## src/sv/cnlc_pkg.sv

```systemverilog
// ----------------------------------------------------------------------------
// cnlc_pkg: shared types and constants for the card number classifier
// Widths, the BCD word, the brand codes, the result record and the Luhn
// digit map.
// ----------------------------------------------------------------------------
`default_nettype none

package cnlc_pkg;

    // input card number width
    localparam int CARD_W = 63;
    // decimal digits a 63-bit value can need
    localparam int FULL_DIGITS = 19;
    localparam int BCD_W = FULL_DIGITS * 4;
    // default digit limit of the digit count and sum
    localparam int MAX_DIGITS_DEF = 19;

    // binary bits converted in each double-dabble stage
    localparam int DAB_BITS = 3;
    localparam int DAB_STAGES = CARD_W / DAB_BITS;

    // digit sum tree: groups of digits summed in the first sum stage
    localparam int GRP_SIZE = 5;
    localparam int GRP_NUM = (FULL_DIGITS + GRP_SIZE - 1) / GRP_SIZE;
    localparam int GRP_SUM_W = 6;
    localparam int SUM_W = 8;

    localparam int CNT_W = 5;

    // stream data widths, padded to whole bytes
    localparam int IN_TDATA_W = 64;
    localparam int OUT_TDATA_W = 16;

    // prefix and length constants of the brand rules
    localparam logic [3:0] DIG_3 = 4'd3;
    localparam logic [3:0] DIG_4 = 4'd4;
    localparam logic [3:0] DIG_5 = 4'd5;
    localparam logic [3:0] DIG_7 = 4'd7;
    localparam logic [3:0] DIG_1 = 4'd1;
    localparam logic [CNT_W-1:0] LEN_13 = 5'd13;
    localparam logic [CNT_W-1:0] LEN_15 = 5'd15;
    localparam logic [CNT_W-1:0] LEN_16 = 5'd16;

    // reciprocal of ten for sums below 180: q = (s * 205) >> 11
    localparam logic [7:0] RECIP_10 = 8'd205;
    localparam int RECIP_SHIFT = 11;
    localparam logic [3:0] TEN = 4'd10;

    typedef logic [BCD_W-1:0] t_bcd;
    typedef logic [CARD_W-1:0] t_card;

    typedef enum logic [1:0] {
        BRAND_NONE = 2'd0,
        BRAND_P34  = 2'd1,
        BRAND_P5X  = 2'd2,
        BRAND_P4   = 2'd3
    } t_brand;

    typedef struct packed {
        logic       luhn_ok;
        logic [3:0] luhn_remainder;
        logic [CNT_W-1:0] digit_count;
        t_brand     brand_code;
    } t_result;

    // Luhn weight of a digit: doubled digits fold their two decimal digits
    function automatic logic [3:0] luhn_map(input logic [3:0] d, input logic dbl);
        logic [4:0] t;
        t = {d, 1'b0};
        if (!dbl) begin
            luhn_map = d;
        end else if (t >= 5'd10) begin
            luhn_map = 4'(t - 5'd9);
        end else begin
            luhn_map = t[3:0];
        end
    endfunction

endpackage

`default_nettype wire

```

## src/sv/cnlc_out_skid.sv

```systemverilog
// ----------------------------------------------------------------------------
// cnlc_out_skid: output register with a skid entry
// Holds results for the master side; stalls the pipeline only when full.
// ----------------------------------------------------------------------------
`default_nettype none

module cnlc_out_skid (
    input  wire               i_clk,
    input  wire               i_rst_n,
    input  wire               i_push,
    input  cnlc_pkg::t_result i_result,
    input  wire               i_ready,
    output logic              o_valid,
    output cnlc_pkg::t_result o_result,
    output logic              o_full
);
    import cnlc_pkg::*;

    logic    r_m_valid, n_m_valid;
    logic    r_s_valid, n_s_valid;
    t_result r_m_data, n_m_data;
    t_result r_s_data, n_s_data;
    logic    pop;

    assign pop = r_m_valid && i_ready;

    // main register feeds the port; skid catches an item pushed during a stall
    always_comb begin
        n_m_valid = r_m_valid;
        n_s_valid = r_s_valid;
        n_m_data  = r_m_data;
        n_s_data  = r_s_data;
        if (r_s_valid) begin
            if (pop) begin
                n_m_data  = r_s_data;
                n_s_valid = 1'b0;
            end
        end else if (i_push) begin
            if (!r_m_valid || pop) begin
                n_m_data  = i_result;
                n_m_valid = 1'b1;
            end else begin
                n_s_data  = i_result;
                n_s_valid = 1'b1;
            end
        end else if (pop) begin
            n_m_valid = 1'b0;
        end
    end

    always_ff @(posedge i_clk) begin
        if (!i_rst_n) begin
            r_m_valid <= 1'b0;
            r_s_valid <= 1'b0;
        end else begin
            r_m_valid <= n_m_valid;
            r_s_valid <= n_s_valid;
        end
    end

    always_ff @(posedge i_clk) begin
        r_m_data <= n_m_data;
        r_s_data <= n_s_data;
    end

    assign o_valid  = r_m_valid;
    assign o_result = r_m_data;
    assign o_full   = r_s_valid;

endmodule

`default_nettype wire

```

## config.mk

```make
export PLATFORM = sky130hd
export DESIGN_NAME = cnlc_out_skid
export DESIGN_NICKNAME = d
export VERILOG_FILES = /design/src/sv/cnlc_pkg.sv /design/src/sv/cnlc_out_skid.sv
export SDC_FILE = /design/constraint.sdc
export NUM_CORES = 1
export LEC_CHECK = 0
export ABC_CLOCK_PERIOD_IN_PS = 2430
export BUFFER_PORTS_ARGS = -buffer_cell sky130_fd_sc_hd__buf_4
export CELL_PAD_IN_SITES_DETAIL_PLACEMENT = 0
export CELL_PAD_IN_SITES_GLOBAL_PLACEMENT = 1
export CORE_MARGIN = 4
export CORE_UTILIZATION = 41
export CTS_CLUSTER_DIAMETER = 200
export DETAILED_ROUTE_END_ITERATION = 12
export PLACE_DENSITY_LB_ADDON = 0.1
export SYNTH_ARGS = -nofsm -noshare
export SYNTH_HDL_FRONTEND = slang
export SYNTH_SLANG_ARGS = --single-unit
```

## constraint.sdc

```tcl
create_clock -name i_clk -period 2.43 [get_ports i_clk]
set_input_delay 0.3645 -clock i_clk [delete_from_list [all_inputs] [get_ports i_clk]]
set_output_delay 0.3645 -clock i_clk [all_outputs]
set_load 0.02 [all_outputs]
```

### Yosys cells after proc, flatten, opt, wreduce, memory -nomap -nowiden

Index checks and enable logic that the tools add are counted.

* register bits: 26
* latch bits: 0
* RAM bits: 0
* bits in read-only memories: 0
* input port bits: 16
* output and inout port bits: 14
* word-level logic and storage cells: 34
* memories kept: 0

* $add $sub $neg: 0
* multiply operators: 0
* div/mod/pow operators: 0
* magnitude comparators: 0
* equal/unequal tests: 2
* shifts and indexed selects: 0
* multiplexer cells: 11
* bitwise gates (word level): 2
* reduce and logical (&&, ||, !) cells: 9

Operator list (number)
* 12-bit two-way mux: 4
* 3-bit AND reduction: 3
* 1-bit two-way mux: 7
* 2-bit nonzero test: 3
* 2-bit by 1-bit != test with 1-bit output, second input constant: 2
* 1-bit NOT: 2
* 1-bit logical AND: 1
* 1-bit zero test: 1
* 1-bit logical OR: 1

### Longest topological paths before layout

* depth after elaboration: 5
* gate-level depth with buffers: 4
* gate-level depth less buffers: 2

### Least setup slack after synthesis

OpenSTA, ideal clock, no wires.

* path kind: register to register
* start: register r_s_valid (netlist: o_full)
* end: register r_m_data (netlist bit o_result[0]) (enable)
* setup time: 385 ps
* arrival: 1455 ps
* required time: 2045 ps
* slack: 590 ps
* cell stages (with the launch flop): 5
* buffers on the path: 2
* period minus slack after synthesis: 1840 ps
* path through: dfxtp_1 > buf_6 > buf_12 > mux2i_1 > a21oi_1

* longest elaborated chain between the ends: 2
* elaborated cells on any way between the ends: 4
* classes of those cells: eq/ne (1); reduce/logical (3)

Ends and longest elaborated chain
* start: declaration: RTL line cnlc_out_skid.sv:20 `logic r_s_valid, n_s_valid;`
* start signal: assignment: RTL line cnlc_out_skid.sv:57 `r_s_valid <= n_s_valid;`
* 2-bit by 1-bit != test with 1-bit output (no source line) / 2-bit nonzero test (equally long branches)
* 3-bit AND reduction (no source line) (*)
* end signal: assignment: RTL line cnlc_out_skid.sv:62 `r_m_data <= n_m_data;`
* end: declaration: RTL line cnlc_out_skid.sv:21 `t_result r_m_data, n_m_data;`

Mark *: on every way between the ends. The rest lies on a longest branch, timed or not.
A chain may end at the register's enable or synchronous reset.

### Final worst setup path

* start: register r_s_valid (netlist: o_full)
* end: output o_full

RTL lines
* end: declaration: RTL line cnlc_out_skid.sv:15 `output logic o_full`

No word-level cell between the ends.

==> metrics.md <==
| Metric | Value |
|---|---|
| R2r worst-path depth | 2 |
| Syn Area/Cell | 20.0 um^2 |
| Share of layout cells above drive strength 1 | 0.588 |
| Routed Antenna Nets | 0 |
| Final hold violation count | 0 |
| Sink Count | 26 |
| Final Net Count | 102 |
| Synth warnings | 0 |
| Starting Density | 0.445 |
| Hold wc startpoint | i_result[4] |
| Rel. slew slack | 0.750 |
| Clk Latency, worst-skew pair | 310 ps |
| Delay-heaviest family, CP | flip-flops |
| Slew @ Worst Pin | 374 ps |
| Non-filler instance count after layout | 113 |
| # diodes | 0 |
| Die Area | 0.00336 mm^2 |
| # port buffers | 29 |
| Commonest cells in the synthesized netlist | edfxtp_1, mux2_2, mux2_4 |
| Resize count post-CTS | 0 |
| Syn_nets | 67 |
| Pwr dens | 720 mW/mm^2 |
| Count leader, synth | edfxtp_1 |
| Syn Inst Count | 51 |
| HP Class | input port to register |
| Buffers & Inverters on Critical Path | 1 |
| Row cnt | 17 |
| GRT Total Usage | 0.0982 |
| Vias | 550 |
| Seq cells post-synth | 26 |
| Post-detail-place hpwl | 1120 um |
| Largest area contributor in the netlist | edfxtp_1 |
| Maximum VDD drop | 0.435 mV |
| DRC Markers | 0 |
| DR iter-0 viols | 7 |
| Setup slack, reg-to-reg | 1010 ps |
| Vias in the first global route | 556 |
| CTS tree | yes |
| Gp weighted congestion | 0.673 |
| Max stage delay on crit path | 570 ps |
| Worst setup path class | register to primary output |
| Register area share after synthesis | 0.744 |
| Hold Path End | r_s_data[4] |
| Setup TNS | 0 ps |
| Initial antenna violation count | 0 |
| Largest cells by area after synthesis | edfxtp_1, mux2_4, mux2_2 |
| Root Buffer | clkbuf_4 |
| CTS Hold Bufs | 0 |
| Pin count of the biggest net entering global routing | 16 |
| Ports | 30 |
| Vias/cell | 4.87 |
| Slowest-stage cell, CP | dfxtp_1 |
| Final worst path period need | 1450 ps |
| Max Freq | 0.689 GHz |
| Area Overhead vs Synth | 29.0% |
| Fillcell total | 194 |
| R2r startpoint | o_full |
| H-Tree Depth | 1 |
| Pre-Repair DR Iteration Count | 4 |
| Dominant synthesized flop cell | edfxtp_1 |
| CTS Buffer Depth | 2 |
| Chip Height | 57.9 um |
| WL/cell | 13.7 um |
| Crit path capture type | primary output |
| Cts bufs inserted | 3 |
| Final Slew Violations | 0 |
| Hold path cells | 1 |
| Synth unique cells | 15 |
| Req. time, crit path | 2070 ps |
| Inst Count DP | 109 |
| Final setup fails | 0 |
| Total power | 0.949 mW |
| Worst Clk Skew | 13.9 ps |
| Area of the mapped netlist | 0.00102 mm^2 |
| RSZ-0062 raised after global routing | no |
| EDFF count, synth | 24 |
| CP Max Fanout | 10 |
| DRT Wirelength | 1550 um |
| Worst EP arrival | 1090 ps |
| Crit-path cells | buf_4 |
| Status | finished, final reports clean |
| Total leakage power | 0.518 nW |
| Hold Slack | 224 ps |
| R2r endpoint | o_result[7] |
| Die width | 57.9 um |
| Fin crit share | 0.597 |
| Post-CTS Setup Repair Bufs | 0 |
| Worst setup SP type | register |
| Clock transition at path regs | 140 ps |
| Asr flop ratio synth | 0 |
| Core ar. | 0.00230 mm^2 |
| Synth top area share | 0.705 |
| MaxCap Viol Count | 0 |
| Gr ovfl total | 0 |
| First-pass GRT wire length | 2470 um |
logic make-up after synthesis:
family | Yosys count | synth area share
flip-flops | 26 | 0.744
AND/OR/NAND/NOR | 4 | 0.0318
AO/OA/AOI/OAI | 4 | 0.0220
buffers and inverters | 4 | 0.0379
multiplexers | 13 | 0.164
registers in the layout, indices dropped and copies added (netlist names):
register	count
o_result	12
o_full	1
o_valid	1
r_s_data	12
where the power goes:
part / switching (mW) / internal (mW) / total (mW)
logic: 0.0613 / 0.0693 / 0.131
registers: 0.0113 / 0.520 / 0.532
clock network: 0.120 / 0.167 / 0.287
total: 0.193 / 0.756 / 0.949
layout by cell type, fill, tap and decap left out:
cell type	synthesis	layout
dfxtp_1	2	2
clkbuf_4	0	3
mux2i_1	1	1
nand3b_1	1	1
mux2_4	6	6
nand2_1	1	1
and2b_2	1	1
a21oi_1	2	2
and4bb_2	1	1
o21ai_0	1	1
mux2_2	6	6
buf_4	0	32
a211oi_1	1	1
edfxtp_1	24	24
bufinv_16	0	1
inv_1	2	2
stage by stage:
stage / util / cell area [um^2] / setup slack [ps]
after floorplan: - / 1020 / 590
after global routing: 0.574 / 1320 / 891
final: 0.574 / 1320 / 978
after CTS: 0.574 / 1320 / 952
after global placement: 0.551 / 1270 / 1040
after detailed placement: 0.551 / 1270 / 1010
metal layers:
metal | up-vias | part of all wire | track usage
met5 | - | 0 | 0
met3 | 0 | 0.070 | 0.0267
li1 | 266 | - | -
met1 | 264 | 0.44 | 0.112
met4 | 0 | 0 | 0.0397
met2 | 20 | 0.49 | 0.173
layout make-up:
class	count	area, um^2	share of cell area
Sequential cell	26	761	0.577
Timing Repair Buffer	32	240	0.182
Multi-Input combinational cell	21	223	0.169
Tap cell	28	35.0	0.0266
Clock inverter	1	30.0	0.0228
Clock buffer	3	22.5	0.0171
Inverter	2	7.51	0.00569
worst max-delay path by stage:
| stage | from | end | slack [ps] | cells after the start |
|---|---|---|---|---|
| 6_report | o_full | o_full | 980 | 1 |
| 5_1_grt | o_full | o_full | 890 | 1 |
| 4_1_cts | o_full | o_full | 950 | 1 |
| 3_5_place_dp | o_full | o_result[7] | 1010 | 2 |
| 3_3_place_gp | o_full | o_result[6] | 1040 | 2 |
| 2_1_floorplan | o_full | o_result[0] | 590 | 4 |
(Power assumes the default switching activity.)
