$ cat config.mk
export PLATFORM = sky130hd
export DESIGN_NAME = cnlc_classify
export DESIGN_NICKNAME = d
export VERILOG_FILES = /design/src/sv/cnlc_pkg.sv /design/src/sv/cnlc_classify.sv
export SDC_FILE = /design/constraint.sdc
export NUM_CORES = 1
export LEC_CHECK = 0
export BUFFER_PORTS_ARGS = -buffer_cell sky130_fd_sc_hd__buf_2
export CAP_MARGIN = 20
export CORE_UTILIZATION = 49
export DETAILED_ROUTE_END_ITERATION = 8
export PLACE_DENSITY = 0.79
export RECOVER_POWER = 100
export SETUP_SLACK_MARGIN = 0.5
export SYNTH_ARGS = -nofsm -noshare
export SYNTH_HDL_FRONTEND = slang
export SYNTH_SLANG_ARGS = --single-unit
$ cat constraint.sdc
create_clock -name i_clk -period 4.9 [get_ports i_clk]
set_clock_uncertainty 0.1 [all_clocks]
set_input_delay 0 -clock i_clk [delete_from_list [all_inputs] [get_ports i_clk]]
set_output_delay 0 -clock i_clk [all_outputs]
set_load 0.02 [all_outputs]
$ cat src/sv/cnlc_pkg.sv
// ----------------------------------------------------------------------------
// cnlc_pkg: shared types and constants for the card number classifier
// Widths, the BCD word, the brand codes, the result record and the Luhn
// digit map.
// ----------------------------------------------------------------------------
`default_nettype none

package cnlc_pkg;

    // input card number width
    localparam int CARD_W = 63;
    // decimal digits a 63-bit value can need
    localparam int FULL_DIGITS = 19;
    localparam int BCD_W = FULL_DIGITS * 4;
    // default digit limit of the digit count and sum
    localparam int MAX_DIGITS_DEF = 19;

    // binary bits converted in each double-dabble stage
    localparam int DAB_BITS = 3;
    localparam int DAB_STAGES = CARD_W / DAB_BITS;

    // digit sum tree: groups of digits summed in the first sum stage
    localparam int GRP_SIZE = 5;
    localparam int GRP_NUM = (FULL_DIGITS + GRP_SIZE - 1) / GRP_SIZE;
    localparam int GRP_SUM_W = 6;
    localparam int SUM_W = 8;

    localparam int CNT_W = 5;

    // stream data widths, padded to whole bytes
    localparam int IN_TDATA_W = 64;
    localparam int OUT_TDATA_W = 16;

    // prefix and length constants of the brand rules
    localparam logic [3:0] DIG_3 = 4'd3;
    localparam logic [3:0] DIG_4 = 4'd4;
    localparam logic [3:0] DIG_5 = 4'd5;
    localparam logic [3:0] DIG_7 = 4'd7;
    localparam logic [3:0] DIG_1 = 4'd1;
    localparam logic [CNT_W-1:0] LEN_13 = 5'd13;
    localparam logic [CNT_W-1:0] LEN_15 = 5'd15;
    localparam logic [CNT_W-1:0] LEN_16 = 5'd16;

    // reciprocal of ten for sums below 180: q = (s * 205) >> 11
    localparam logic [7:0] RECIP_10 = 8'd205;
    localparam int RECIP_SHIFT = 11;
    localparam logic [3:0] TEN = 4'd10;

    typedef logic [BCD_W-1:0] t_bcd;
    typedef logic [CARD_W-1:0] t_card;

    typedef enum logic [1:0] {
        BRAND_NONE = 2'd0,
        BRAND_P34  = 2'd1,
        BRAND_P5X  = 2'd2,
        BRAND_P4   = 2'd3
    } t_brand;

    typedef struct packed {
        logic       luhn_ok;
        logic [3:0] luhn_remainder;
        logic [CNT_W-1:0] digit_count;
        t_brand     brand_code;
    } t_result;

    // Luhn weight of a digit: doubled digits fold their two decimal digits
    function automatic logic [3:0] luhn_map(input logic [3:0] d, input logic dbl);
        logic [4:0] t;
        t = {d, 1'b0};
        if (!dbl) begin
            luhn_map = d;
        end else if (t >= 5'd10) begin
            luhn_map = 4'(t - 5'd9);
        end else begin
            luhn_map = t[3:0];
        end
    endfunction

endpackage

`default_nettype wire

$ cat src/sv/cnlc_classify.sv
// ----------------------------------------------------------------------------
// cnlc_classify: remainder modulo ten and brand selection
// One stage: reciprocal divide of the digit sum, then the prefix rules.
// ----------------------------------------------------------------------------
`default_nettype none

module cnlc_classify (
    input  wire                          i_clk,
    input  wire                          i_rst_n,
    input  wire                          i_en,
    input  wire                          i_valid,
    input  wire [cnlc_pkg::SUM_W-1:0]    i_sum,
    input  wire [cnlc_pkg::CNT_W-1:0]    i_count,
    input  wire                          i_ovf,
    input  wire [3:0]                    i_lead_hi,
    input  wire [3:0]                    i_lead_lo,
    output logic                         o_valid,
    output cnlc_pkg::t_result            o_result
);
    import cnlc_pkg::*;

    logic            r_valid;
    t_result         r_res, n_res;
    logic [15:0]     prod;
    logic [4:0]      quot;
    logic [SUM_W-1:0] rem_full;
    logic [3:0]      rem;
    logic            p34, p5x, p4;

    always_comb begin
        // sum / 10 by reciprocal, exact for sums below 180
        prod     = 16'(i_sum) * 16'(RECIP_10);
        quot     = prod[RECIP_SHIFT +: 5];
        rem_full = i_sum - (SUM_W'(quot) * SUM_W'(TEN));
        rem      = rem_full[3:0];

        // prefix checks
        p34 = (i_count == LEN_15) && (i_lead_hi == DIG_3)
              && ((i_lead_lo == DIG_4) || (i_lead_lo == DIG_7));
        p5x = (i_count == LEN_16) && (i_lead_hi == DIG_5)
              && (i_lead_lo >= DIG_1) && (i_lead_lo <= DIG_5);
        p4  = ((i_count == LEN_13) || (i_count == LEN_16)) && (i_lead_hi == DIG_4);

        n_res.digit_count    = i_count;
        n_res.luhn_remainder = rem;
        n_res.luhn_ok        = (rem == 4'd0);
        n_res.brand_code     = BRAND_NONE;
        if (!i_ovf && rem == 4'd0) begin
            if (p34) begin
                n_res.brand_code = BRAND_P34;
            end else if (p5x) begin
                n_res.brand_code = BRAND_P5X;
            end else if (p4) begin
                n_res.brand_code = BRAND_P4;
            end
        end
    end

    always_ff @(posedge i_clk) begin
        if (!i_rst_n) begin
            r_valid <= 1'b0;
        end else if (i_en) begin
            r_valid <= i_valid;
        end
    end

    always_ff @(posedge i_clk) begin
        if (i_en) begin
            r_res <= n_res;
        end
    end

    assign o_valid  = r_valid;
    assign o_result = r_res;

endmodule

`default_nettype wire

Word-level counts from Yosys, hierarchy flattened
Cells that the tools add are included.
{ "op_classes": {"add_sub_neg": 1, "reduce_logical": 12, "bitwise": 1, "mux": 3, "n_mul": 2, "n_eq_ne": 8, "magnitude_cmp": 2} }
{ "op_table": {"columns": ["op", "count"], "rows": [
  ["equality test 4 x 3 -> 1 bit (second input constant)", 4],
  ["multiplier 8 x 8 -> 16 bit (second input constant)", 1],
  ["equality test 5 x 4 -> 1 bit (second input constant)", 2],
  ["logical AND 1 bit", 7],
  ["equality test 5 bit (second input constant)", 1],
  ["multiplier 5 x 3 -> 3 bit (second input constant)", 1],
  ["equality test 4 x 2 -> 1 bit (second input constant)", 1],
  ["greater-or-equal comparator 4 x 1 -> 1 bit (second input constant)", 1],
  ["<= comparator 4 x 3 -> 1 bit (second input constant)", 1],
  ["zero test 4 bit", 1],
  ["2-to-1 mux 2 bit", 2],
  ["subtractor 4 bit", 1],
  ["logical OR 1 bit", 2],
  ["OR reduction 2 bit", 1],
  ["zero test 1 bit", 1],
  ["2-to-1 mux 1 bit", 1],
  ["NOT 1 bit", 1]
]} }
{ "word_totals": {"ff_bits": 13, "out_inout_bits": 13, "input_bits": 26} }

Depth between registers and ports, before layout
{ "depth": {"depth_word": 7, "ltp_mapped": 19, "depth_no_buf": 19} }

Least setup slack after synthesis
OpenSTA, ideal clock, no wires.
{ "synth_path": {"path_kind": "input to register", "startpoint": "input port i_sum[1] in the netlist's numbering", "endpoint": "register r_res, in the netlist o_result[10] (data pin)", "n_path_buf": 0, "path_slack_ps": 224, "t_arrival_ps": 4317, "cell_stages": 19, "cell_sequence": "ha_1 -> fa_1 -> fa_1 -> inv_1 -> fa_1 -> inv_1 -> ha_1 -> nand4_1 -> o21ai_0 -> a21oi_1 -> xnor2_1 -> ha_1 -> inv_1 -> fa_1 -> xnor2_1 -> xnor2_1 -> xnor2_1 -> and4_4 -> or2_1"} }
{ "synth_lines": {"columns": ["item", "line_no", "rtl"], "rows": [
  ["start: declaration", "cnlc_classify.sv:12", "input wire [cnlc_pkg::SUM_W-1:0] i_sum,"],
  ["end signal: assignment", "cnlc_classify.sv:69", "r_res <= n_res;"],
  ["end: declaration", "cnlc_classify.sv:23", "t_result r_res, n_res;"]
]} }

==> impl_metrics.yaml <==
final_layout:
  final_nets: 272
  syn_to_final_growth_pct: 34.9
  n_antenna_cell: 0
  regArea_um2: 380
  final_cell_count_no_fill: 242
  multi_input_area_um2: 1220
  drive_gt1_frac: 0.293
  final_core_util: 0.698
  fill_cells: 227
worst_setup_path:
  worst-r2r-setup-slack_ps: 3610
  critical_path.endpoint_type: "flop"
  crit_arrival_ps: 4490
  cp_data_required_time_ps: 4830
  cp_max_fo: 5
  timing.rr.start: "o_valid$_SDFFE_PN0P_"
  worstSetupPathType: "in2reg"
  start_kind: "input port"
  timing.rr.end: "o_valid$_SDFFE_PN0P_"
  reg2reg_depth: 3
synth:
  synth_top_area_frac: 0.277
  synth_cell_types: 36
  synth.area.top_cells: "ha_1 28%, edfxtp_1 23%, fa_1 15%, inv_1 6.9%, xnor2_1 4.4%"
  syn-cell-area_um2: 1580
  ys_seq_area_frac: 0.241
  syn_avg_cell_area_um2: 11.3
  async_reset_ff_frac: 0
  yosys.area.top_type: "ha_1"
  synth-edff-count: 12
  ys_ff_latch: 13
  synthCells: 140
  yosys_warnings: 0
  syn_nets: 213
  ys.flop_type: "edfxtp_1"
timing:
  whs_ps: 18.8
  max-slew-margin-rel: 0.538
  setup_tns_ps: 0
  max_freq_mhz: 219
  hold_viol: 0
  worstMarginPinSlew_ps: 693
  min_period_ps: 4570
  slew_viol_final: 0
  period_share: 0.932
  rsz0062_at_grt: "true"
  setup_viol: 0
die:
  ios: 39
  die_y_um: 58.8
  rows: 20
  start_util: 0.517
  dieArea_um2: 3450
  die_w_um: 58.8
  core-area_um2: 3050
power:
  p_seq_frac: 0.195
  p_comb_frac: 0.728
  total_power_mw: 0.841
  internal-power_mw: 0.472
  p_leak_nw: 0.933
  ir_worst_vdd_uv: 231
  p_switching_mw: 0.369
  powerDensity_nw_per_um2: 394
  clkPwrFrac: 0.077
  p_sw_frac: 0.439
routing:
  viasPerCell: 5.30
  wl_per_cell_um: 15.8
  wl_um: 3820
  drtIter0Drc: 29
  vias: 1282
  drt_first_pass_iters: 4
  drc: 0
  ant_nets: 0
placed_design:
  place.gp.congestion: 0.900
  port_buffers: 38
  hpwl_um: 2830
  place_inst: 222
clocking:
  h-tree-depth: 1
  clock_path_buffers: 2
  cts_sinks: 13
  cts_buffers: 3
  path_clk_slew_ps: 80
  clk_latency_ps: 270
  cts_tree: "built"
  cts_root_buf: "clkbuf_4"
grt:
  grt_max_degree: 14
  grt_antenna_before_repair: 0
  grt_pass1_vias: 1333
  grt_usage: 0.237
  grt_pass1_wl_um: 5980
  grt_overflow: 0
worst_hold_path:
  hold_class: "in2reg"
  holdPathStages: 4
  hp-start: "i_ovf"
  whs_endpoint: "o_result[1]$_SDFFCE_PP0P_"
flow_run:
  cap_violations: 0
run_status:
  status: "finished, final reports clean"
## routing by layer
metal  wire (µm)  GRT usage
met1        1450      0.266
met2        2080      0.450
met3         166     0.0264
met4         119      0.102
met5           0          0
## logic make-up after synthesis
family	count (synthesis)	share of synthesized area
AOI/OAI and AO/OA	17	0.0943
buffers and inverters	30	0.0713
and+or+nand+nor	22	0.102
adders and majority gates	47	0.429
xor gates and xnor gates	10	0.0555
DFF	13	0.241
muxes	1	0.00634
## power groups by stage
stage               sequential, mW  clock (mW)  combinational [mW]
finish                       0.164      0.0649               0.612
global route                 0.166      0.0715               0.672
CTS                          0.163      0.0646               0.554
detailed placement           0.165           0               0.528
global placement             0.164           0               0.509
floorplan                    0.196           0               0.373
## layout make-up
| cell class | count | area share |
|---|---|---|
| Sequential cell | 13 | 0.179 |
| Inverter | 30 | 0.0528 |
| Clock buffer | 4 | 0.0123 |
| Timing Repair Buffer | 54 | 0.158 |
| Tap cell | 44 | 0.0258 |
| Multi-Input combinational cell | 97 | 0.573 |
## layout by cell type, fill, tap and decap left out, types with 3 or more instances in the layout
| master | count |
|---|---|
| buf_4 | 8 |
| ha_4 | 8 |
| nor3_1 | 4 |
| buf_6 | 3 |
| ha_1 | 27 |
| clkbuf_1 | 21 |
| nand4_1 | 3 |
| dlygate4sd3_1 | 8 |
| xnor2_1 | 7 |
| a21oi_2 | 4 |
| clkbuf_4 | 4 |
| inv_1 | 27 |
| inv_2 | 3 |
| buf_2 | 13 |
| fa_1 | 11 |
| edfxtp_1 | 12 |
| o21ai_2 | 3 |
## stage by stage
| stage | setup WS, ps | area [µm²] |
|---|---|---|
| 2_1_floorplan | 507 | 1640 |
| 3_3_place_gp | 264 | 1880 |
| 3_5_place_dp | 143 | 1880 |
| 4_1_cts | 505 | 2010 |
| 5_1_grt | 139 | 2130 |
| 6_report | 335 | 2130 |
## how the worst max path moves through the flow
| stage | cells past startpoint | from | to |
|---|---|---|---|
| final | 20 | i_sum[0] | o_result[10]$_DFFE_PP_ |
| after global routing | 20 | i_sum[0] | o_result[10]$_DFFE_PP_ |
| after CTS | 20 | i_sum[5] | o_result[10]$_DFFE_PP_ |
| after detailed placement | 20 | i_sum[5] | o_result[10]$_DFFE_PP_ |
| after global placement | 20 | i_sum[0] | o_result[10]$_DFFE_PP_ |
| after floorplan | 19 | i_sum[5] | o_result[10]$_DFFE_PP_ |
## synth_stat cells, types with 2 or more instances
| cell type | number |
|---|---|
| ha_1 | 35 |
| inv_1 | 29 |
| edfxtp_1 | 12 |
| fa_1 | 12 |
| xnor2_1 | 8 |
| a21oi_1 | 5 |
| nor3_1 | 5 |
| nand4_1 | 3 |
| o21ai_0 | 2 |
| or4b_1 | 2 |
| xor2_1 | 2 |
## timing repair
action | CTS | global route
pin swaps | 4 | 19
endpoints found under the setup margin | 4 | 4
buffers inserted | 2 | 6
gates cloned | 0 | 0
hold buffers | 8 | 0
endpoints found under the hold margin | 7 | 0
resized for setup | 1 | 22
## sequential cells by signal (all words and copies together), names as in the netlist
| signal | count |
|---|---|
| o_result | 12 |
| o_valid | 1 |
## critical path: stages
cell	delay, ps
clkbuf_1	320
ha_4	280
ha_1	300
inv_1	60
fa_1	520
fa_1	540
inv_1	50
ha_1	290
nand4_1	120
o21ai_2	180
a21oi_2	90
xnor2_1	190
ha_1	190
inv_2	40
fa_2	400
xnor2_2	150
xnor2_1	190
xnor2_1	130
and4_4	230
or2_1	220
(Power assumes the default switching activity.)
