<file path="config.mk">
export PLATFORM = sky130hd
export DESIGN_NAME = cnlc_dabble_stage
export DESIGN_NICKNAME = d
export VERILOG_FILES = /design/src/sv/cnlc_pkg.sv /design/src/sv/cnlc_dabble_stage.sv
export SDC_FILE = /design/constraint.sdc
export NUM_CORES = 1
export LEC_CHECK = 0
export BUFFER_PORTS_ARGS = -buffer_cell sky130_fd_sc_hd__buf_4
export CAP_MARGIN = 20
export CORE_ASPECT_RATIO = 0.7
export CORE_UTILIZATION = 48
export DETAILED_ROUTE_END_ITERATION = 8
export PLACE_DENSITY = 0.86
export SETUP_SLACK_MARGIN = 0.1
export SLEW_MARGIN = 15
export SYNTH_ARGS = -nofsm -noshare
export SYNTH_HDL_FRONTEND = slang
export SYNTH_SLANG_ARGS = --single-unit
</file>
<file path="constraint.sdc">
create_clock -name i_clk -period 3.2 [get_ports i_clk]
set_clock_uncertainty 0.15 [all_clocks]
set_input_delay 0.64 -clock i_clk [delete_from_list [all_inputs] [get_ports i_clk]]
set_output_delay 0.64 -clock i_clk [all_outputs]
set_load 0.005 [all_outputs]
</file>
<file path="src/sv/cnlc_pkg.sv">
// ----------------------------------------------------------------------------
// cnlc_pkg: shared types and constants for the card number classifier
// Widths, the BCD word, the brand codes, the result record and the Luhn
// digit map.
// ----------------------------------------------------------------------------
`default_nettype none

package cnlc_pkg;

    // input card number width
    localparam int CARD_W = 63;
    // decimal digits a 63-bit value can need
    localparam int FULL_DIGITS = 19;
    localparam int BCD_W = FULL_DIGITS * 4;
    // default digit limit of the digit count and sum
    localparam int MAX_DIGITS_DEF = 19;

    // binary bits converted in each double-dabble stage
    localparam int DAB_BITS = 3;
    localparam int DAB_STAGES = CARD_W / DAB_BITS;

    // digit sum tree: groups of digits summed in the first sum stage
    localparam int GRP_SIZE = 5;
    localparam int GRP_NUM = (FULL_DIGITS + GRP_SIZE - 1) / GRP_SIZE;
    localparam int GRP_SUM_W = 6;
    localparam int SUM_W = 8;

    localparam int CNT_W = 5;

    // stream data widths, padded to whole bytes
    localparam int IN_TDATA_W = 64;
    localparam int OUT_TDATA_W = 16;

    // prefix and length constants of the brand rules
    localparam logic [3:0] DIG_3 = 4'd3;
    localparam logic [3:0] DIG_4 = 4'd4;
    localparam logic [3:0] DIG_5 = 4'd5;
    localparam logic [3:0] DIG_7 = 4'd7;
    localparam logic [3:0] DIG_1 = 4'd1;
    localparam logic [CNT_W-1:0] LEN_13 = 5'd13;
    localparam logic [CNT_W-1:0] LEN_15 = 5'd15;
    localparam logic [CNT_W-1:0] LEN_16 = 5'd16;

    // reciprocal of ten for sums below 180: q = (s * 205) >> 11
    localparam logic [7:0] RECIP_10 = 8'd205;
    localparam int RECIP_SHIFT = 11;
    localparam logic [3:0] TEN = 4'd10;

    typedef logic [BCD_W-1:0] t_bcd;
    typedef logic [CARD_W-1:0] t_card;

    typedef enum logic [1:0] {
        BRAND_NONE = 2'd0,
        BRAND_P34  = 2'd1,
        BRAND_P5X  = 2'd2,
        BRAND_P4   = 2'd3
    } t_brand;

    typedef struct packed {
        logic       luhn_ok;
        logic [3:0] luhn_remainder;
        logic [CNT_W-1:0] digit_count;
        t_brand     brand_code;
    } t_result;

    // Luhn weight of a digit: doubled digits fold their two decimal digits
    function automatic logic [3:0] luhn_map(input logic [3:0] d, input logic dbl);
        logic [4:0] t;
        t = {d, 1'b0};
        if (!dbl) begin
            luhn_map = d;
        end else if (t >= 5'd10) begin
            luhn_map = 4'(t - 5'd9);
        end else begin
            luhn_map = t[3:0];
        end
    endfunction

endpackage

`default_nettype wire

</file>
<file path="src/sv/cnlc_dabble_stage.sv">
// ----------------------------------------------------------------------------
// cnlc_dabble_stage: one stage of the binary to BCD converter
// Shifts DAB_BITS binary bits into the BCD word, add-3 before each shift.
// ----------------------------------------------------------------------------
`default_nettype none

module cnlc_dabble_stage (
    input  wire             i_clk,
    input  wire             i_rst_n,
    input  wire             i_en,
    input  wire             i_valid,
    input  cnlc_pkg::t_card i_bin,
    input  cnlc_pkg::t_bcd  i_bcd,
    output logic            o_valid,
    output cnlc_pkg::t_card o_bin,
    output cnlc_pkg::t_bcd  o_bcd
);
    import cnlc_pkg::*;

    logic  r_valid;
    t_card r_bin, n_bin;
    t_bcd  r_bcd, n_bcd;

    // add-3 then shift, one binary bit per step, MSB first
    always_comb begin
        n_bin = i_bin;
        n_bcd = i_bcd;
        for (int k = 0; k < DAB_BITS; k++) begin
            for (int d = 0; d < FULL_DIGITS; d++) begin
                if (n_bcd[d*4 +: 4] >= 4'd5) begin
                    n_bcd[d*4 +: 4] = n_bcd[d*4 +: 4] + 4'd3;
                end
            end
            n_bcd = {n_bcd[BCD_W-2:0], n_bin[CARD_W-1]};
            n_bin = {n_bin[CARD_W-2:0], 1'b0};
        end
    end

    always_ff @(posedge i_clk) begin
        if (!i_rst_n) begin
            r_valid <= 1'b0;
        end else if (i_en) begin
            r_valid <= i_valid;
        end
    end

    always_ff @(posedge i_clk) begin
        if (i_en) begin
            r_bin <= n_bin;
            r_bcd <= n_bcd;
        end
    end

    assign o_valid = r_valid;
    assign o_bin   = r_bin;
    assign o_bcd   = r_bcd;

endmodule

`default_nettype wire

</file>
After elaboration in Yosys (flattened, before gate mapping)
Index checks and enable logic that the tools add are counted.

operators by class
  mux-type cells = 57
  magnitude comparators = 57
  $add $sub $neg = 57

operator list
  kind                                                                                 count
  4-bit by 3-bit greater-or-equal comparator with 1-bit output, second input constant  57
  4-bit by 2-bit adder with 4-bit output, second input constant                        54
  4-bit 2-to-1 mux                                                                     54
  3-bit by 2-bit adder with 3-bit output, second input constant                        3
  3-bit 2-to-1 mux                                                                     3

storage, ports and cells
  word-level logic and storage cells = 174
  flip-flop bits (word level) = 137
  output and inout bits = 140
  input port bits = 143

Depth between registers and ports, before layout
  word-level depth = 6
  mapped depth = 15
  mapped depth without buffers = 15

Worst setup path before layout
Ideal clock, no wire load.

  path kind = input-to-reg
  from = input i_bcd[73]
  to = register r_bcd[74], in the netlist o_bcd[74], data pin
  data required time = 2.778 ns
  arrival time = 2.888 ns
  setup time = 0.272 ns
  setup slack = -0.110 ns
  stages on the path = 14
  buffers on the path = 0
  path through = inv_1 -> ha_1 -> nand2b_1 -> a21oi_1 -> xnor2_1 -> inv_1 -> ha_1 -> o21ai_0 -> or3b_2 -> o21ai_0 -> ha_1 -> nor2_1 -> o21ba_2 -> mux2i_1

on the way
  cells in the longest elaborated chain, start to end = 6
  elaborated cells on any way between the ends = 9
  those cells by class = 3 x add/sub; 3 x order compare; 3 x mux

RTL lines
  what                                                                                                                           RTL line                                          text
  start, declared                                                                                                                cnlc_dabble_stage.sv:13                           input cnlc_pkg::t_bcd i_bcd,
  4-bit by 3-bit greater-or-equal comparator with 1-bit output / 3-bit by 2-bit adder with 3-bit output (equally long branches)  cnlc_dabble_stage.sv:30, cnlc_dabble_stage.sv:31
  3-bit 2-to-1 mux (*)                                                                                                           cnlc_dabble_stage.sv:30                           if (n_bcd[d*4 +: 4] >= 4'd5) begin
  4-bit by 3-bit greater-or-equal comparator with 1-bit output / 3-bit by 2-bit adder with 3-bit output (equally long branches)  cnlc_dabble_stage.sv:30, cnlc_dabble_stage.sv:31
  3-bit 2-to-1 mux (*)                                                                                                           cnlc_dabble_stage.sv:30
  4-bit by 3-bit greater-or-equal comparator with 1-bit output / 3-bit by 2-bit adder with 3-bit output (equally long branches)  cnlc_dabble_stage.sv:30, cnlc_dabble_stage.sv:31
  3-bit 2-to-1 mux (*)                                                                                                           cnlc_dabble_stage.sv:30
  named net n_bcd[74]                                                                                                            cnlc_dabble_stage.sv:22                           t_bcd r_bcd, n_bcd;
  end signal, assigned                                                                                                           cnlc_dabble_stage.sv:50                           r_bcd <= n_bcd;
  end, declared                                                                                                                  cnlc_dabble_stage.sv:22

Mark *: on every way through the listed nets, which the timed path passes. The rest lies on a longest branch.
A chain may end at the register's enable or synchronous reset.

Final worst setup path
  from = input i_bcd[57]
  to = register r_bcd[60], in the netlist o_bcd[60], data pin

on the way
  cells in the longest elaborated chain, start to end = 6
  elaborated cells on any way between the ends = 9
  those cells by class = 3 x add/sub; 3 x order compare; 3 x mux

RTL lines
  what                                                                                                                           RTL line
  4-bit by 2-bit adder with 4-bit output / 4-bit by 3-bit greater-or-equal comparator with 1-bit output (equally long branches)  cnlc_dabble_stage.sv:31, cnlc_dabble_stage.sv:30
  4-bit 2-to-1 mux (*)                                                                                                           cnlc_dabble_stage.sv:30
  4-bit by 2-bit adder with 4-bit output / 4-bit by 3-bit greater-or-equal comparator with 1-bit output (equally long branches)  cnlc_dabble_stage.sv:31, cnlc_dabble_stage.sv:30
  4-bit 2-to-1 mux (*)                                                                                                           cnlc_dabble_stage.sv:30
  4-bit by 2-bit adder with 4-bit output / 4-bit by 3-bit greater-or-equal comparator with 1-bit output (equally long branches)  cnlc_dabble_stage.sv:31, cnlc_dabble_stage.sv:30
  4-bit 2-to-1 mux (*)                                                                                                           cnlc_dabble_stage.sv:30
  named net n_bcd[60]                                                                                                            cnlc_dabble_stage.sv:22

Marked as above.

==> impl_metrics.csv <==
group,metric,value,unit
timing,maxSlewHeadroom,57.3,%
timing,setup_viol,0,
worst_setup_path,cp_data_required_time,3.20,ns
routing,drt_iter0_drc,574,
clock_network,cts_tree,"yes",
cells_and_area,layout-drive-gt1-share,34.8,%
clock_network,clock-root-buffer,"clkbuf_16",
synthesis,synth_cell_types,57,
status,outcome,"finished clean",
placed_design,port_buffers,279,
floorplan,die_x,169,um
clock_network,cts-resized-gates,0,
floorplan,coreArea,0.0190,mm^2
power,power,6.63,mW
worst_hold_path,hold_path_class,"in -> reg",
grt,antenna_found_initial,0,
routing,ant_nets,0,
grt,grt_use_total,23.6,%
synthesis,synthArstFlopShare,0,%
grt,grt_start_max_net_pins,60,
cells_and_area,final_nets,1448,
routing,dr.pass1.iters,5,
grt,grt_busiest_layer,"met2",
power,ir_worst_vdd,0.000403,V
clock_network,clock-sinks,137,
synthesis,yosysSeqAreaShare,43.7,%
timing,post-route-min-period,2.91,ns
worst_setup_path,end_kind,"flop",
routing,num_vias,8170,
routing,route.detailed.drc,0,
floorplan,dieArea,0.0201,mm^2
timing,setup_slack,0.288,ns
clock_network,insertion_delay,0.42,ns
job,max_cap_violations,0,
timing,rsz0062_at_grt,"false",
clock_network,htree_num_levels,4,
grt,grt_pass1_vias,7632,
worst_setup_path,r2r_setup_slack,2.42,ns
clock_network,cts_made_buffers,17,
worst_setup_path,crit_arrival,2.91,ns
worst_setup_path,cp-start-kind,"input pin",
grt,overflow,0,
timing,min_period_over_period,91.0,%
placed_design,post-place-ws,-0.0730,ns
floorplan,pin_count,283,
routing,viasPerCell,5.36,
power,powerDensity,518,mW/mm^2
clock_network,postCtsHoldBufs,0,
grt,grt_use_met2,43.0,%
grt,met3_usage,6.28,%
synthesis,synth_area_leaders,"edfxtp_1, ha_1, o21ai_0, xnor2_1, a21oi_1",
synthesis,synth_seq_cells,137,
synthesis,syn_avg_cell_area,10.3,um^2
routing,wire_per_inst,15.6,um
synthesis,netlist_area,0.00939,mm^2
timing,report.final.slew_viol_count,0,
floorplan,row_count,42,
power,leakage,5.37,nW
synthesis,synth.top_cells.by_count,"edfxtp_1, o21ai_0, a21oi_1, inv_1, ha_1",
cells_and_area,n_antenna_cell,0,
clock_network,postCtsSetupRepairBufs,0,
synthesis,syn_inst,909,
cells_and_area,area_growth,36.4,%
timing,fmax,343,MHz
synthesis,synth_edf_count,136,
routing,routed_wirelength,23800,um
synthesis,synth_top_area_share,43.5,%
synthesis,yosys_warnings,0,
floorplan,chipHeight,119,um
synthesis,yosysMostFrequentCell,"edfxtp_1",
floorplan,start_util,49.3,%
timing,final.setup.tns,0,ns
synthesis,synthFlopType,"edfxtp_1",
grt,use_met1,27.3,%
worst_setup_path,path_class,"in -> reg",
timing,hold_viol_final,0,
placed_design,gp_congestion,0.892,
timing,worstMarginPinSlew,0.641,ns
grt,grt_pass1_wl,37500,um
clock_network,clock_path_buffers,2,
clock_network,cts.clk_slew.worst_paths,0.08,ns
synthesis,synth_top_cell_by_area,"edfxtp_1",
worst_setup_path,cp_max_fo,6,
placed_design,hpwl,18500,um
==> cells in the final DEF, fill, tap and decap left out, types with 16 or more instances in the layout <==
cell	instances
mux2i_1	31
inv_1	62
a21oi_2	21
o21bai_1	16
nor3b_1	25
o21ai_1	41
nor2b_1	21
edfxtp_1	136
buf_4	321
mux2_2	23
nor2_1	26
nand2_1	28
a21oi_1	72
ha_1	53
clkbuf_16	17
a31oi_1	25
nand2b_1	28
o21ai_0	101
xnor2_1	50
==> cell families (layout without fill, tap and decap cells) <==
logic type	Yosys count	in the layout	synth area share [%]
AND/OR/NAND/NOR	177	177	10.7
AO/OA/AOI/OAI	337	337	22.0
adder cells (fa/ha/maj)	58	58	7.73
multiplexers	58	58	6.58
flip-flops	137	137	43.7
XOR/XNOR	64	64	6.05
other	1	3	0.0400
buffers and inverters	77	426	3.21
==> final cells by class <==
cell class              count  area, um^2
fillers                  1451        6220
multi-input cells         697        5040
flip-flops and latches    137        4100
repair buffers            324        2460
clock buffers              17         425
well taps                 264         330
inverters                  70         265
clock inverters            15         176
==> registers in the layout, indices dropped and copies added, names as in the netlist <==
name,flops
o_bcd,76
o_bin,60
o_valid,1
==> worst max-delay path: stages <==
cell and delay (ns):
buf_4 0.11, inv_1 0.12, ha_1 0.23, nand2b_1 0.10, a21oi_2 0.24, xnor2_1 0.21, inv_1 0.12, ha_1 0.30
a21oi_1 0.05, a31oi_1 0.42, o21ai_0 0.21, xnor2_1 0.16
==> report_power, final <==
part	switching [mW]	total, mW	internal [mW]
sequential	0.0928	2.44	2.35
combinational	1.12	2.22	1.09
clock	0.911	1.97	1.06
==> per-stage QoR <==
stage               cell area [um^2]  utilization, %  std cells  hold WS (ns)
global route                   12800            67.3       1524         0.215
global placement               12200            64.1       1492         0.353
CTS                            12800            67.3       1524         0.222
detailed placement             12200            64.1       1492         0.398
finish                         12800            67.3       1524         0.237
floorplan                       9450               -        911         0.357
==> worst paths after layout <==
path                               end                 start  cells past startpoint
hold reg to reg   o_valid$_SDFFE_PN0P_  o_valid$_SDFFE_PN0P_                      2
setup reg to reg  o_valid$_SDFFE_PN0P_  o_valid$_SDFFE_PN0P_                      2
setup / recovery   o_bcd[60]$_DFFE_PP_             i_bcd[57]                     12
hold / removal     o_bin[58]$_DFFE_PP_             i_bin[55]                      1
==> per-layer routing <==
| metal | wire [um] | vias up |
|---|---|---|
| met5 | 0 | - |
| met4 | 368 | 0 |
| met3 | 1730 | 42 |
| met2 | 12100 | 251 |
| met1 | 9620 | 3812 |
| li1 | - | 4065 |
Power figures use the tool's default switching activity.
