==> config.mk <==
export PLATFORM = sky130hd
export DESIGN_NAME = cnlc_digit_sum
export DESIGN_NICKNAME = d
export VERILOG_FILES = /design/src/sv/cnlc_pkg.sv /design/src/sv/cnlc_digit_sum.sv
export SDC_FILE = /design/constraint.sdc
export NUM_CORES = 1
export LEC_CHECK = 0
export BUFFER_PORTS_ARGS = -buffer_cell sky130_fd_sc_hd__buf_4
export CORE_UTILIZATION = 35
export DETAILED_ROUTE_END_ITERATION = 7
export SYNTH_ARGS = -nofsm -noshare
export SYNTH_HDL_FRONTEND = slang
export SYNTH_SLANG_ARGS = --single-unit
==> constraint.sdc <==
create_clock -name i_clk -period 4.4 [get_ports i_clk]
set_input_delay 0 -clock i_clk [delete_from_list [all_inputs] [get_ports i_clk]]
set_output_delay 0 -clock i_clk [all_outputs]
set_load 0.03 [all_outputs]
==> src/sv/cnlc_pkg.sv <==
// ----------------------------------------------------------------------------
// cnlc_pkg: shared types and constants for the card number classifier
// Widths, the BCD word, the brand codes, the result record and the Luhn
// digit map.
// ----------------------------------------------------------------------------
`default_nettype none

package cnlc_pkg;

    // input card number width
    localparam int CARD_W = 63;
    // decimal digits a 63-bit value can need
    localparam int FULL_DIGITS = 19;
    localparam int BCD_W = FULL_DIGITS * 4;
    // default digit limit of the digit count and sum
    localparam int MAX_DIGITS_DEF = 19;

    // binary bits converted in each double-dabble stage
    localparam int DAB_BITS = 3;
    localparam int DAB_STAGES = CARD_W / DAB_BITS;

    // digit sum tree: groups of digits summed in the first sum stage
    localparam int GRP_SIZE = 5;
    localparam int GRP_NUM = (FULL_DIGITS + GRP_SIZE - 1) / GRP_SIZE;
    localparam int GRP_SUM_W = 6;
    localparam int SUM_W = 8;

    localparam int CNT_W = 5;

    // stream data widths, padded to whole bytes
    localparam int IN_TDATA_W = 64;
    localparam int OUT_TDATA_W = 16;

    // prefix and length constants of the brand rules
    localparam logic [3:0] DIG_3 = 4'd3;
    localparam logic [3:0] DIG_4 = 4'd4;
    localparam logic [3:0] DIG_5 = 4'd5;
    localparam logic [3:0] DIG_7 = 4'd7;
    localparam logic [3:0] DIG_1 = 4'd1;
    localparam logic [CNT_W-1:0] LEN_13 = 5'd13;
    localparam logic [CNT_W-1:0] LEN_15 = 5'd15;
    localparam logic [CNT_W-1:0] LEN_16 = 5'd16;

    // reciprocal of ten for sums below 180: q = (s * 205) >> 11
    localparam logic [7:0] RECIP_10 = 8'd205;
    localparam int RECIP_SHIFT = 11;
    localparam logic [3:0] TEN = 4'd10;

    typedef logic [BCD_W-1:0] t_bcd;
    typedef logic [CARD_W-1:0] t_card;

    typedef enum logic [1:0] {
        BRAND_NONE = 2'd0,
        BRAND_P34  = 2'd1,
        BRAND_P5X  = 2'd2,
        BRAND_P4   = 2'd3
    } t_brand;

    typedef struct packed {
        logic       luhn_ok;
        logic [3:0] luhn_remainder;
        logic [CNT_W-1:0] digit_count;
        t_brand     brand_code;
    } t_result;

    // Luhn weight of a digit: doubled digits fold their two decimal digits
    function automatic logic [3:0] luhn_map(input logic [3:0] d, input logic dbl);
        logic [4:0] t;
        t = {d, 1'b0};
        if (!dbl) begin
            luhn_map = d;
        end else if (t >= 5'd10) begin
            luhn_map = 4'(t - 5'd9);
        end else begin
            luhn_map = t[3:0];
        end
    endfunction

endpackage

`default_nettype wire

==> src/sv/cnlc_digit_sum.sv <==
// ----------------------------------------------------------------------------
// cnlc_digit_sum: Luhn digit sum, digit count and leading digits
// Two stages: group sums and count, then total sum and leading-digit pick.
// ----------------------------------------------------------------------------
`default_nettype none

module cnlc_digit_sum #(
    parameter int MAX_DIGITS = cnlc_pkg::MAX_DIGITS_DEF
) (
    input  wire                          i_clk,
    input  wire                          i_rst_n,
    input  wire                          i_en,
    input  wire                          i_valid,
    input  cnlc_pkg::t_bcd               i_bcd,
    output logic                         o_valid,
    output logic [cnlc_pkg::SUM_W-1:0]   o_sum,
    output logic [cnlc_pkg::CNT_W-1:0]   o_count,
    output logic                         o_ovf,
    output logic [3:0]                   o_lead_hi,
    output logic [3:0]                   o_lead_lo
);
    import cnlc_pkg::*;

    // stage 1 registers
    logic                 r_valid1;
    logic [GRP_SUM_W-1:0] r_grp [GRP_NUM];
    logic [GRP_SUM_W-1:0] n_grp [GRP_NUM];
    logic [CNT_W-1:0]     r_cnt1, n_cnt1;
    logic                 r_ovf1, n_ovf1;
    t_bcd                 r_bcd1;

    // stage 2 registers
    logic                 r_valid2;
    logic [SUM_W-1:0]     r_sum, n_sum;
    logic [CNT_W-1:0]     r_cnt2;
    logic                 r_ovf2;
    logic [3:0]           r_hi, n_hi;
    logic [3:0]           r_lo, n_lo;

    // mapped digits summed per group; odd positions are doubled
    always_comb begin
        for (int g = 0; g < GRP_NUM; g++) begin
            n_grp[g] = '0;
            for (int j = 0; j < GRP_SIZE; j++) begin
                if (g * GRP_SIZE + j < MAX_DIGITS) begin
                    n_grp[g] = n_grp[g] + GRP_SUM_W'(luhn_map(
                        i_bcd[(g*GRP_SIZE+j)*4 +: 4], ((g * GRP_SIZE + j) % 2) == 1));
                end
            end
        end
    end

    // digit count: highest nonzero digit, saturated on overflow
    always_comb begin
        n_cnt1 = '0;
        n_ovf1 = 1'b0;
        for (int i = 0; i < FULL_DIGITS; i++) begin
            if (i < MAX_DIGITS) begin
                if (i_bcd[i*4 +: 4] != 4'd0) begin
                    n_cnt1 = CNT_W'(i + 1);
                end
            end else if (i_bcd[i*4 +: 4] != 4'd0) begin
                n_ovf1 = 1'b1;
            end
        end
        if (n_ovf1) begin
            n_cnt1 = CNT_W'(MAX_DIGITS);
        end
    end

    // total sum and leading two digits
    always_comb begin
        n_sum = '0;
        for (int g = 0; g < GRP_NUM; g++) begin
            n_sum = n_sum + SUM_W'(r_grp[g]);
        end
        n_hi = '0;
        n_lo = '0;
        for (int i = 0; i < FULL_DIGITS; i++) begin
            if (r_cnt1 == CNT_W'(i + 1)) begin
                n_hi = r_bcd1[i*4 +: 4];
                if (i >= 1) begin
                    n_lo = r_bcd1[(i-1)*4 +: 4];
                end
            end
        end
    end

    always_ff @(posedge i_clk) begin
        if (!i_rst_n) begin
            r_valid1 <= 1'b0;
            r_valid2 <= 1'b0;
        end else if (i_en) begin
            r_valid1 <= i_valid;
            r_valid2 <= r_valid1;
        end
    end

    always_ff @(posedge i_clk) begin
        if (i_en) begin
            r_grp  <= n_grp;
            r_cnt1 <= n_cnt1;
            r_ovf1 <= n_ovf1;
            r_bcd1 <= i_bcd;
            r_sum  <= n_sum;
            r_cnt2 <= r_cnt1;
            r_ovf2 <= r_ovf1;
            r_hi   <= n_hi;
            r_lo   <= n_lo;
        end
    end

    assign o_valid   = r_valid2;
    assign o_sum     = r_sum;
    assign o_count   = r_cnt2;
    assign o_ovf     = r_ovf2;
    assign o_lead_hi = r_hi;
    assign o_lead_lo = r_lo;

endmodule

`default_nettype wire

Word level (Yosys, flattened, before mapping):

Index checks and enable logic that the tools add are counted.
W data, S select, Z words.

* register bits after elaboration: 128
* bits in latches: 0
* RAM bits: 0
* memory bits (read-only): 0
* input port bits: 80
* output and inout bits: 23
* logic and storage cells: 154
* memories kept: 0

* $add $sub $neg: 27
* multipliers: 0
* div/mod/pow operators: 0
* $lt $le $gt $ge: 9
* equal/unequal tests: 19
* shift-type cells: 0
* mux-type cells: 64
* bitwise gates (word level): 0
* reduce and logical (&&, ||, !) cells: 21

Operator list (number)
* $mux W4: 46
* $reduce_bool A4 Y1: 19
* $mux W5: 14
* $ge A5 B4 Y1 const B: 9
* $add A6 B4 Y6: 7
* $eq A5 B4 Y1 const B: 8
* $sub A4 B4 Y4 const B: 9
* $add A5 B4 Y6: 4
* $add A4 B4 Y5: 4
* $eq A5 B3 Y1 const B: 4
* $eq A5 B5 Y1 const B: 4
* $eq A5 B2 Y1 const B: 2
* $add A7 B6 Y8: 1
* $add A8 B6 Y8: 1
* $add A6 B6 Y7: 1
* $eq A5 B1 Y1 const B: 1
* $mux W2: 2
* $reduce_or A4 Y1: 1
* $mux W1: 2
* $reduce_or A2 Y1: 1

Longest topological paths before layout:

Gate-level depths: netlist of the first run.

* word-level depth: 20
* mapped depth: 16
* depth with buffers taken out: 16

Least setup slack after synthesis of the first run:

Ideal clock, no wire load.

* kind: in2reg
* start: input port i_bcd[20]
* end: register r_grp[17] in the netlist's numbering (data pin)
* setup time: 258 ps
* arrival time: 3403 ps
* data required time: 4142 ps
* path slack: 740 ps
* stages on the path: 15
* path buffers: 0
* cells stage by stage: inv_1 -> ha_1 -> nand2b_1 -> a21oi_1 -> mux2_2 -> fa_1 -> inv_1 -> fa_1 -> fa_1 -> inv_1 -> fa_1 -> inv_1 -> a21o_1 -> a21oi_1 -> xnor2_1

RTL lines
* start, declared: RTL line cnlc_digit_sum.sv:14 `input cnlc_pkg::t_bcd i_bcd,`
* end signal, assigned: RTL line cnlc_digit_sum.sv:101 `r_grp <= n_grp;`
* end, declared: RTL line cnlc_digit_sum.sv:26 `logic [GRP_SUM_W-1:0] r_grp [GRP_NUM];`

==> reports/qor.yml, run 1 <==
fmax_mhz: 240
clock_sinks: 128
cts_inserted_buffers: 17
yosys_warnings: 0
grt_max_degree: 56
worstReg2RegEnd: "o_sum[7]"
ys.flop_type: "edfxtp_1"
power_w: 0.00558
slew_violations: 0
min_path_type: "in2reg"
cts.reportedPaths.clkPinSlew_ns: 0.06
powerDensity_nw_per_um2: 505
cp-start-kind: "input port"
synth_top_cell_area_share_pct: 43.7
dp_hpwl_mm: 17.8
drive_gt1_share_pct: 16.0
hold_viol_final: 0
dp.cells: 1176
hold_depth: 1
io_buffers: 101
worst_pin_slew_ns: 0.719
synth_edf_count: 126
maxCapViolations: 0
grt-ovfl-total: 0
drc_errors: 0
ys_seq_elements: 128
avgSynthCellArea_um2: 11.2
busiest_layer: "met2"
drtAntennaViolNets: 0
ios: 103
swShare_pct: 35.3
vias: 6520
worstSetupEndpointType: "register"
grt_pass1_wl_mm: 37.7
instances_no_fill: 1286
met1_usage_pct: 24.5
fin_area_um2: 11100
skew_ns: 0.0103
use_met2_pct: 33.1
path_class: "in2reg"
power_frac_seq_pct: 33.7
cp_data_required_time_ns: 4.57
syn_nets: 957
routed_wl_mm: 23.6
placed_cell_area_um2: 9740
diodes: 0
relSlewSlack_pct: 51.6
h-tree-depth: 4
synth_area_um2: 8660
r2r_cells: 10
cts_root_buf: "clkbuf_16"
use_met3_pct: 3.54
ys_top_cells_by_count: "edfxtp_1, inv_1, fa_1, ha_1, a21oi_1"
crit_arrival_ns: 4.33
period_minus_slack_ns: 4.16
cts_tree: "yes"
post-synth-top-area-cell: "edfxtp_1"
cts_setup_buffers: 0
synth_async_sr_flop_share_pct: 0
r2r_slack_ns: 1.62
grtUsageTotal_pct: 19.6
area_delta_synth_final_pct: 27.8
fp.dieW_um: 159
vdd_drop_max_mv: 0.534
tns_ns: 0
yosys.cell_types.count: 61
endpoint: "r_grp[17]"
start_util_pct: 35.6
first_pass_iters: 7
rsz0062_at_grt: "no"
synthCells: 772
core_um2: 24300
startpoint: "i_bcd[20]"
core.rowCount: 57
clockBufferDepth: 2
antenna_found_initial: 0
p_leak_nw: 4.57
setup_violations: 0
hold_ws_ns: 0.156
p_int_w: 0.00361
worstPathMaxFanout: 5
cts_resized: 0
ys_seq_area_share_pct: 44.2
r2r-start: "r_grp[1]"
die_y_um: 159
fin_crit_sh_pct: 94.5
fin_nets: 1134
p_clk_share_pct: 23.0
gp_congestion: 0.974
initialDrtViolationCount: 407
yosysMostFrequentCell: "edfxtp_1"
via_per_inst: 5.07
outcome: "completed"
die-area_um2: 25400
pwr-share-comb_pct: 43.3
p_sw_w: 0.00197
yosys-top-cells-area: "edfxtp_1, fa_1, ha_1"
clk_latency_ns: 0.42
first_global_vias: 6803
wire_per_inst_um: 18.3
## worst min-delay path by stage
stage | from | end | slack [ns]
after global placement | i_bcd[44] | r_bcd1[44] | 0.20
after floorplan | i_bcd[0] | r_bcd1[0] | 0.1
final | i_en | r_grp[11] | 0.16
after CTS | i_en | r_bcd1[54] | 0.16
after detailed placement | i_bcd[21] | r_bcd1[21] | 0.20
after global routing | i_en | r_grp[11] | 0.19
## placed cells by master, fill, tap and decap left out, types with 5 or more instances in the layout
cell           count
nor2_1            44
nor3b_1            6
mux2i_1           23
a31oi_1            8
o22ai_1           20
dlygate4sd3_1     78
xnor2_1           23
nor3_1             8
ha_1              52
fa_1              53
a22oi_1            6
nor2b_1           12
mux2_2             6
edfxtp_1         126
nand2b_1          17
a21oi_1           48
nor4_1             9
nand2_1           42
inv_1            109
a221oi_1           7
nand3_1            7
clkbuf_16         17
o21ai_0           34
clkinvlp_4         5
buf_4            109
a21o_1            15
## cell families after synthesis
logic type	count (synthesis)	share of synthesized area (%)
compound gates	173	12.7
simple gates	171	10.3
xor+xnor	24	2.43
flops	128	44.2
buf+inv	138	6.33
mux	32	4.22
other cells	1	0.0433
fa+ha+maj	105	19.8
## power by group through the flow
stage	Combinational, W	Clock [W]	Sequential [W]
2_1_floorplan	0.00163	0	0.00195
3_3_place_gp	0.00237	0	0.00191
3_5_place_dp	0.00237	0	0.00191
4_1_cts	0.00247	0.00131	0.00189
5_1_grt	0.00275	0.00135	0.00191
6_report	0.00242	0.00128	0.00188
## critical path, stage by stage
cell and delay [ns]:
dlygate4sd3_1 0.54, buf_4 0.15, inv_1 0.08, ha_1 0.23, nand2b_1 0.07, a21oi_1 0.34
mux2_2 0.39, fa_1 0.49, inv_1 0.06, fa_1 0.51, fa_1 0.57, inv_1 0.07
fa_1 0.46, inv_1 0.07, a21o_1 0.10, a21oi_1 0.07, xnor2_1 0.13
## timing repair
action | CTS | global route
hold buffers | 78 | 0
endpoints found under the setup margin | 0 | 0
endpoints found under the hold margin | 80 | 0
## registers in the layout, indices dropped and copies added (netlist names)
register and cells:
o_count 5, o_lead_hi 4, o_lead_lo 4, o_sum 8
o_valid 1, r_bcd1 76, r_cnt1 5, r_grp 24
r_valid1 1
## per-layer routing
layer	vias to the layer above	wire length, um
met5	-	0
met4	0	782
met3	50	1110
met2	223	11800
met1	3144	9850
li1	3103	-
## area by class of cell
cell class | count | area (um2)
repair buffers | 187 | 1600
flip-flops and latches | 128 | 3820
inverters | 109 | 409
multi-input cells | 506 | 4280
clock buffers | 18 | 429
clock inverters | 14 | 110
well taps | 324 | 405
fillers | 2200 | 13300
## per-stage QoR
stage               utilization [%]  setup slack (ns)
floorplan                         -             0.740
global placement               40.1             0.486
detailed placement             40.1             0.388
CTS                            45.5             0.243
global route                   45.5            0.0731
finish                         45.5             0.241
(Power assumes the default switching activity.)
==> run 2, diff against run 1 <==
- clock period: 4.4 -> 3.4 ns (I/O delays scaled with it)
==> run 2 against run 1 <==
  * Global-route usage grew 0.34 points
  * Flip-flop and latch count did not move
  * Count of clock-buffer cells in the layout is the same
  * Critical path type unchanged
  * Critical endpoint is now r_grp[11]
  * Largest cell class unchanged
  * Largest power group unchanged
==> reports/qor.yml, run 2 (synthesis results as in run 1) <==
outcome: "completed"
busiest_layer: "met2"
drtAntennaViolNets: 0  # unchanged
dp.cells: 1190  # +1.2%
grt_pass1_wl_mm: 38.1  # +1.2%
drive_gt1_share_pct: 19.8  # +3.8 points
antenna_found_initial: 1  # +1
io_buffers: 101  # unchanged
skew_ns: 0.0124  # +0.00206 ns
clock_sinks: 128  # unchanged
area_delta_synth_final_pct: 31.2
fin_nets: 1151  # +1.5%
clk_latency_ns: 0.42  # about the same
h-tree-depth: 4  # unchanged
cts.reportedPaths.clkPinSlew_ns: 0.06  # about the same
cp-start-kind: "input port"
min_path_type: "in2reg"
p_leak_nw: 4.69  # +2.6%
initialDrtViolationCount: 395  # -2.9%
dp_hpwl_mm: 17.9  # +0.73%
hold_viol_final: 0  # unchanged
power_w: 0.00742  # +33%
use_met2_pct: 32.8  # -0.30 points
regMostFlops: "r_bcd1"
instances_no_fill: 1304  # +1.4%
grtUsageTotal_pct: 19.9  # +0.34 points
core_um2: 24300  # unchanged
vias: 6622  # +1.6%
fin_crit_sh_pct: 96.3
finish.utilization_pct: 46.7  # +1.2 points
wire_per_inst_um: 18.4  # +0.54%
met1_usage_pct: 25.0  # +0.49 points
largest_register_ffs: 76  # unchanged
place_ws_ns: -0.213  # -0.601 ns
period_minus_slack_ns: 3.27
routed_wl_mm: 24.1  # +1.9%
worstPathMaxFanout: 3  # -2
relSlewSlack_pct: 48.2  # -3.4 points
final_cell_mix: "edfxtp_1, buf_4, inv_1, dlygate4sd3_1, fa_1"
ios: 103  # unchanged
powerDensity_nw_per_um2: 653  # +29%
layout_setup_ws_ns: 0.125  # -0.115 ns
worst_pin_slew_ns: 0.770  # +0.0504 ns
fmax_mhz: 305
worstSetupEndpointType: "register"
path_class: "in2reg"
cp_data_required_time_ns: 3.58  # -0.99 ns
die-area_um2: 25400  # unchanged
cts_inserted_buffers: 17  # unchanged
clockBufferDepth: 2  # unchanged
vdd_drop_max_mv: 0.612  # +15%
maxCapViolations: 0  # unchanged
grt-ovfl-total: 0  # unchanged
slew_violations: 0  # unchanged
hold_ws_ns: 0.0502  # -0.106 ns
grt_max_degree: 88  # +57%
via_per_inst: 5.08  # +0.16%
drc_errors: 0  # unchanged
fp.dieW_um: 159  # unchanged
cts_root_buf: "clkbuf_16"
r2r_slack_ns: 0.55  # -1.07 ns
crit_arrival_ns: 3.45  # -0.88 ns
core.rowCount: 57  # unchanged
first_global_vias: 6827  # +0.35%
setup_violations: 0  # unchanged
die_y_um: 159  # unchanged
gp_congestion: 0.918  # -5.7%
cts_tree: "yes"
use_met3_pct: 3.86  # +0.31 points
start_util_pct: 35.6  # unchanged
mostFrequentLayoutCell: "edfxtp_1"
first_pass_iters: 5  # -2
-- run 2: cell types whose count changed in the layout (fill, tap and decap cells not counted), moves of 3 or more --
cell	change
a21oi_1	-8
a21oi_2	+5
a21oi_4	+3
buf_4	+15
fa_1	-4
fa_2	+4
ha_1	-5
ha_2	+3
inv_1	-4
inv_2	+4
-- run 2: worst paths after layout --
check	from	end	depth (start not counted)
min reg2reg	o_valid	o_valid	2
max reg2reg	r_grp[1]	o_sum[7]	10
max	i_bcd[41]	r_grp[11]	14
min	i_bcd[23]	r_bcd1[23]	1
-- run 2: what timing repair did --
action / 4_1_cts / 5_1_grt
hold buffers: 78 / 0
gates resized for setup: 0 / 24
setup endpoints to repair: 0 / 11
hold endpoints to repair: 79 / 0
buffers inserted: 0 / 4
-- run 2: layout make-up --
type                       count  area (um2)
antenna                        1        2.50
timing repair buffer         204        1750
clock buffer                  18         429
multi-input combinational    506        4410
fill                        2166       13000
inverter                     109         409
sequential                   128        3820
tap                          324         405
clock inverter                14         131
-- run 2: report_power, final --
group	total (W)	switching [W]	internal, W
sequential	0.00245	0.000182	0.00226
clock	0.00174	0.000725	0.00102
combinational	0.00323	0.00169	0.00154
total	0.00742	0.00259	0.00482
-- run 2: critical path: stages --
cell           delay (ns)
dlygate4sd3_1        0.55
buf_4                0.16
fa_1                 0.55
inv_1                0.06
fa_1                 0.53
inv_1                0.06
fa_1                 0.55
ha_2                 0.18
inv_1                0.06
fa_2                 0.39
inv_1                0.06
a21o_1               0.10
a21oi_1              0.07
xnor2_1              0.12
-- run 2: routing by layer --
metal,wire (um),up-vias
li1,-,3148
met1,10000,3195
met2,12000,222
met3,1160,57
met4,908,0
met5,0,-
-- run 2: metrics by stage --
step                      area, um2  setup TNS [ns]
final                         11400               0
after global routing          11400         -0.0111
after CTS                     11200               0
after detailed placement       9900          -0.413
after global placement         9900          -0.290
after floorplan                8700               0
